==> src/rtl/sem_pkg.sv <==
// Shared types and constants for the RGB Sobel edge magnitude core.
// Used by the line buffer, the gradient kernel and the top level.
// No dependencies.
package sem_pkg;

    localparam int PIX_W = 8;
    localparam int CH_N  = 3;

    // Channel order inside a packed pixel: blue in the low byte.
    localparam int CH_BLUE  = 0;
    localparam int CH_GREEN = 1;
    localparam int CH_RED   = 2;

    // Configuration port.
    localparam int CFG_IDX_W  = 1;
    localparam int CFG_DATA_W = 13;
    localparam int LW_REG_W   = 12;
    localparam int FH_REG_W   = 13;

    localparam logic [CFG_IDX_W-1:0] REG_LINE_WIDTH   = 1'd0;
    localparam logic [CFG_IDX_W-1:0] REG_FRAME_HEIGHT = 1'd1;

    localparam int LW_RESET = 640;
    localparam int FH_RESET = 480;
    localparam int DIM_MIN  = 3;

    // Rows and columns before this index have no full neighborhood.
    localparam int BORDER = 2;

    localparam logic [PIX_W-1:0] EDGE_MAX = 8'd255;

    typedef logic [CH_N-1:0][PIX_W-1:0] pixel_t;

    // One column of the 3x3 neighborhood.
    typedef struct packed {
        pixel_t top;
        pixel_t mid;
        pixel_t bot;
    } col_t;

    typedef struct packed {
        col_t left;
        col_t center;
        col_t right;
    } win_t;

    typedef struct packed {
        logic eor;
        logic eof;
    } ctl_t;

endpackage

==> src/rtl/sem_kernel.sv <==
// Sobel gradient pair and saturated L1 magnitude for the three channels,
// followed by the result register. Depends on sem_pkg.
module sem_kernel
    import sem_pkg::*;
(
    input  logic             aclk,
    input  logic             aresetn,
    input  logic             valid_i,
    output logic             ready_o,
    input  win_t             win_i,
    input  ctl_t             ctl_i,
    output logic             m_valid,
    input  logic             m_ready,
    output pixel_t           m_edge,
    output ctl_t             m_ctl
);

    // Taps a[r*3+c], row 0 on top, column 0 on the left.
    function automatic logic [PIX_W-1:0] sobel_mag(input logic [8:0][PIX_W-1:0] a);
        logic [PIX_W+1:0]        pos1, neg1, pos2, neg2;
        logic signed [PIX_W+2:0] d1, d2;
        logic [PIX_W+1:0]        m1, m2;
        logic [PIX_W+2:0]        s;
        pos1 = {2'b00, a[6]} + {1'b0, a[7], 1'b0} + {2'b00, a[8]};
        neg1 = {2'b00, a[0]} + {1'b0, a[1], 1'b0} + {2'b00, a[2]};
        pos2 = {2'b00, a[2]} + {1'b0, a[5], 1'b0} + {2'b00, a[8]};
        neg2 = {2'b00, a[0]} + {1'b0, a[3], 1'b0} + {2'b00, a[6]};
        d1   = $signed({1'b0, pos1}) - $signed({1'b0, neg1});
        d2   = $signed({1'b0, pos2}) - $signed({1'b0, neg2});
        m1   = d1[PIX_W+2] ? (PIX_W+2)'(-d1) : d1[PIX_W+1:0];
        m2   = d2[PIX_W+2] ? (PIX_W+2)'(-d2) : d2[PIX_W+1:0];
        s    = {1'b0, m1} + {1'b0, m2};
        return (s > (PIX_W+3)'(EDGE_MAX)) ? EDGE_MAX : s[PIX_W-1:0];
    endfunction

    logic   m_valid_reg, m_valid_next;
    pixel_t edge_reg;
    ctl_t   ctl_reg;
    pixel_t mag;
    logic   load;

    always_comb begin
        logic [8:0][PIX_W-1:0] nb;
        nb = '0;
        for (int ch = 0; ch < CH_N; ch++) begin
            nb = {win_i.right.bot[ch], win_i.center.bot[ch], win_i.left.bot[ch],
                  win_i.right.mid[ch], win_i.center.mid[ch], win_i.left.mid[ch],
                  win_i.right.top[ch], win_i.center.top[ch], win_i.left.top[ch]};
            mag[ch] = sobel_mag(nb);
        end
    end

    assign ready_o      = !m_valid_reg || m_ready;
    assign load         = valid_i && ready_o;
    assign m_valid_next = load || (m_valid_reg && !m_ready);

    always_ff @(posedge aclk) begin
        if (!aresetn) begin
            m_valid_reg <= 1'b0;
        end else begin
            m_valid_reg <= m_valid_next;
        end
    end

    always_ff @(posedge aclk) begin
        if (load) begin
            edge_reg <= mag;
            ctl_reg  <= ctl_i;
        end
    end

    assign m_valid = m_valid_reg;
    assign m_edge  = edge_reg;
    assign m_ctl   = ctl_reg;

`ifndef SYNTHESIS
    a_load_shows: assert property (@(posedge aclk) disable iff (!aresetn)
        load |=> m_valid_reg)
        else $error("loaded result not presented");
`endif

endmodule

==> config.mk <==
export PLATFORM = sky130hd
export DESIGN_NAME = sem_kernel
export DESIGN_NICKNAME = d
export VERILOG_FILES = /design/src/rtl/sem_pkg.sv /design/src/rtl/sem_kernel.sv
export SDC_FILE = /design/constraint.sdc
export NUM_CORES = 1
export LEC_CHECK = 0
export BUFFER_PORTS_ARGS = -buffer_cell sky130_fd_sc_hd__buf_2
export CORE_ASPECT_RATIO = 1.1
export CORE_MARGIN = 2
export CORE_UTILIZATION = 50
export DETAILED_ROUTE_END_ITERATION = 10
export PLACE_DENSITY = 0.75
export SLEW_MARGIN = 20
export SYNTH_ARGS = -nofsm -noshare
export SYNTH_HDL_FRONTEND = slang
export SYNTH_SLANG_ARGS = --single-unit
==> constraint.sdc <==
create_clock -name aclk -period 7.2 [get_ports aclk]
set_input_delay 0.36 -clock aclk [delete_from_list [all_inputs] [get_ports aclk]]
set_output_delay 0.36 -clock aclk [all_outputs]
set_load 0.02 [all_outputs]
* Word-level counts from Yosys, hierarchy flattened
Cells that the tools add are included.
Word-level totals: bits in registers 27, bits of input ports 222
Cells by class: reductions and logical operators 6, $add $sub $neg 39, multiplexer cells 6, order comparisons 3
Operator list (count):
- $add A10 B8 Y10 | 12
- $add A8 B9 Y10 | 12
- $sub A10 B10 Y11 | 6
- $mux W10 | 6
- $neg A10 Y10 | 6
- $add A10 B10 Y11 | 3
- $gt A11 B8 Y1 const B | 3
- $logic_and A1 B1 Y1 | 2
- $logic_not A1 Y1 | 2
- $logic_or A1 B1 Y1 | 2

* Depth between registers and ports, before layout
depth after elaboration 7, gate-level depth with buffers 22, gate-level depth less buffers 21

* Least setup slack after synthesis
Ideal clock, no wire load.
path kind in2reg, from input port win_i[71] (netlist bit), to register edge_reg, in the netlist m_edge[20] (data pin), stages 20, path slack 1.459 ns, data arrival time 5.461 ns, library setup time 0.280 ns, data required time 6.920 ns, path through inv_1 -> fa_1 -> inv_1 -> fa_1 -> fa_1 -> inv_1 -> ha_1 -> a2111oi_0 -> o21ai_1 -> a31o_1 -> a21o_1 -> clkbuf_1 -> mux2_1 -> fa_1 -> a211oi_1 -> o21ai_0 -> a21oi_1 -> o22ai_1 -> a211oi_2 -> o21ai_0
On the way: word-level cells in the longest chain between the ends 7, elaborated cells on any way between the ends 11, those cells by class add/sub (8); order compare (1); mux (2)
Ends and longest elaborated chain:
- from (decl) | line sem_kernel.sv:10 | input win_t win_i,
- $add A8 B9 Y10 | line sem_kernel.sv:26 | pos2 = {2'b00, a[2]} + {1'b0, a[5], 1'b0} + {2'b00, a[8]};
- $add A10 B8 Y10 | line sem_kernel.sv:26
- $sub A10 B10 Y11 | line sem_kernel.sv:29 | d2 = $signed({1'b0, pos2}) - $signed({1'b0, neg2});
- $neg A10 Y10 | line sem_kernel.sv:31 | m2 = d2[PIX_W+2] ? (PIX_W+2)'(-d2) : d2[PIX_W+1:0];
- $mux W10 | line sem_kernel.sv:31
- $add A10 B10 Y11 * | line sem_kernel.sv:32 | s = {1'b0, m1} + {1'b0, m2};
- $gt A11 B8 Y1 | line sem_kernel.sv:33 | return (s > (PIX_W+3)'(EDGE_MAX)) ? EDGE_MAX : s[PIX_W-1:0];
- to (signal assigned) | line sem_kernel.sv:67 | edge_reg <= mag;
- to (decl) | line sem_kernel.sv:37 | pixel_t edge_reg;
Mark *: on every way between the ends. The rest lies on a longest branch, timed or not. A chain may end at the register's enable or synchronous reset.

* Worst setup path after layout
from input port win_i[66] (netlist bit), to register edge_reg, in the netlist m_edge[21] (data pin)
The elaborated chain is that of the path after synthesis.

==> metrics.cfg <==
[die]
design.die.area_um2=22300
rows=55
core-area_um2=20600
fp.dieW_um=143
ioPinCount=250
die_h_um=156
start_util_pct=51.1

[synth]
async_reset_ff_share_pct=0
synth_common_cells=378 x inv_1, 189 x fa_1, 108 x ha_1
syn_area_per_cell_um2=8.87
synth.area.top_cells=fa_1 36%, inv_1 13%, ha_1 13%, edfxtp_1 7.4%, xnor2_1 4.5%
synth_edf_count=26
postSynthNetCount=1709
yosysTopAreaCellShare_pct=35.8
ys_ff_latch=27
yosysMostFrequentCell=inv_1
netlist_area_um2=10600
yosysUniqueCellTypes=59
synth_top_cell_by_area=fa_1
synthCells=1190
yosys_warnings=0
ys_seq_area_share_pct=7.59
ys.flop_type=edfxtp_1

[clock_network]
htreeDepth=1
hold_buffers=0
clk_pin_slew_ns=0.07
root_buffer=clkbuf_16
cts_buffer_depth=2
cts_made_buffers=3
clock_latency_ns=0.27
cts_setup_buffers=0
cts_tree=done
cts.sinks=27
cts_resized=0

[global_route]
grt_max_degree=27
grt_pass1_vias=8800
globalRoute.totalOverflow=0
grt.total_usage_pct=19.8
grt_pass1_wl_um=37100
grt_antenna_before_repair=0

[critical_path]
startpoint=win_i[66]
cpMostUsedCell=fa_1
crit_chain=buf_2 > inv_1 > fa_1 > fa_1 > inv_1 > fa_1 > inv_1 > ha_1 > a211oi_1 > o21ai_1 > a31o_1 > a21o_1 > mux2_1 > fa_1 > a211oi_1 > o21ai_0 > a21oi_1 > o22ai_1 > a211oi_2 > o21ai_0
r2r-start=m_valid
r2r_setup_slack_ns=6.01
path_max_fanout=9
worst_path_largest_cell_delay_ns=0.54
r2r_end=m_edge[12]
worst-endpoint-arrival_ns=6.15
cp-end-kind=flop
endpoint=m_edge[21]
cp.required_ns=7.18
reg2reg_depth=3
crit_path_start_kind=input port
cpMaxStageDelayCell=fa_1
path_class=in -> reg

[finish]
area_delta_synth_final_pct=14.4
multi_input_area_um2=8320
finalNetCount=1936
drive_gt1_share_pct=17.7
antenna_cells=0
largest_reg_flops=24
nFillCells=1866
regArea_um2=801

[routing]
drc=0
num_vias=8397
vias_per_cell=5.02
first_pass_iters=5
wl_per_cell_um=12.3
routed_wl_um=20500
ant_nets=0
drt_iter0_markers=298

[timing]
hold_violations=0
fin_setup_tns_ns=0
worst_pin_slew_ns=0.949
post-route-period-util_pct=85.6
skew_ns=0.00718
slew_headroom_pct=36.3
rsz0062_at_grt=no
fmax_mhz=162
setup_viol=0
drv_slew=0
final.min_clock_period_ns=6.17

[run_status]
outcome=finished clean

[hold_path]
hold_path_class=in -> reg

[placed_design]
numPortBuffers=225
place_congestion=0.821
dp_hpwl_um=18900

[run]
drv_cap=0

routing by layer:
layer  track usage (%)  vias up  share of wire (%)
li1                  -     4180                  -
met1              25.2     4009                 42
met2              36.8      178                 53
met3              2.02       30                3.0
met4              3.44        0                1.9
met5                 0        -                  0
area by class of cell:
class,count,area share (%)
Sequential cell,27,6.63
Tap cell,256,2.65
Clock inverter,1,0.0622
Inverter,378,11.7
Clock buffer,3,0.622
Timing Repair Buffer,226,9.39
Multi-Input combinational cell,781,68.9
worst min-delay path by stage:
stage              from  endpoint  slack (ns)  cells past startpoint
4_1_cts        ctl_i[0]  m_ctl[0]        0.27                      1
6_report       ctl_i[1]  m_ctl[1]        0.27                      1
3_3_place_gp    m_valid   m_valid        0.51                      2
3_5_place_dp    m_valid   m_valid        0.52                      2
5_1_grt        ctl_i[0]  m_ctl[0]        0.26                      1
2_1_floorplan  ctl_i[0]  m_ctl[0]        0.46                      0
worst max-delay path, delay by kind of cell:
family,cells,cell delay [ns]
AOI/OAI and AO/OA,10,2.76
adders and majority gates,5,2.35
buffers and inverters,4,0.27
muxes,1,0.40
cell families after synthesis:
| kind of cell | Yosys count | share of synthesized area (%) |
|---|---|---|
| buf+inv | 382 | 13.6 |
| simple gates | 192 | 9.10 |
| compound gates | 196 | 12.9 |
| flops | 27 | 7.59 |
| mux | 5 | 0.533 |
| fa+ha+maj | 297 | 48.6 |
| xor+xnor | 91 | 7.62 |
per-stage QoR:
stage | setup slack, ns | util [%] | std cells | hold slack [ns] | instance area [um^2]
finish | 1.04 | 58.5 | 1672 | 0.273 | 12100
floorplan | 1.46 | - | 1190 | 0.459 | 10600
detailed placement | 0.816 | 58.1 | 1668 | 0.523 | 12000
CTS | 1.03 | 58.5 | 1672 | 0.267 | 12100
global route | 0.547 | 58.5 | 1672 | 0.261 | 12100
global placement | 0.865 | 58.1 | 1668 | 0.508 | 12000
cells in the final DEF (no fill, tap or decap), drive strengths merged, types with 12 or more instances in the layout:
cell    instances
inv           378
ha            108
nand2b         13
a21oi          37
fa            189
edfxtp         26
nor2           74
a21o           25
nor3           21
o211ai         12
xor2           37
xnor2          54
a211oi         18
buf           226
o21ai          39
nand2          29
nand3          12
Power is left out: the tool's default activity adds up to more than one toggle a clock period on the data nets, which glitch-free logic cannot reach.
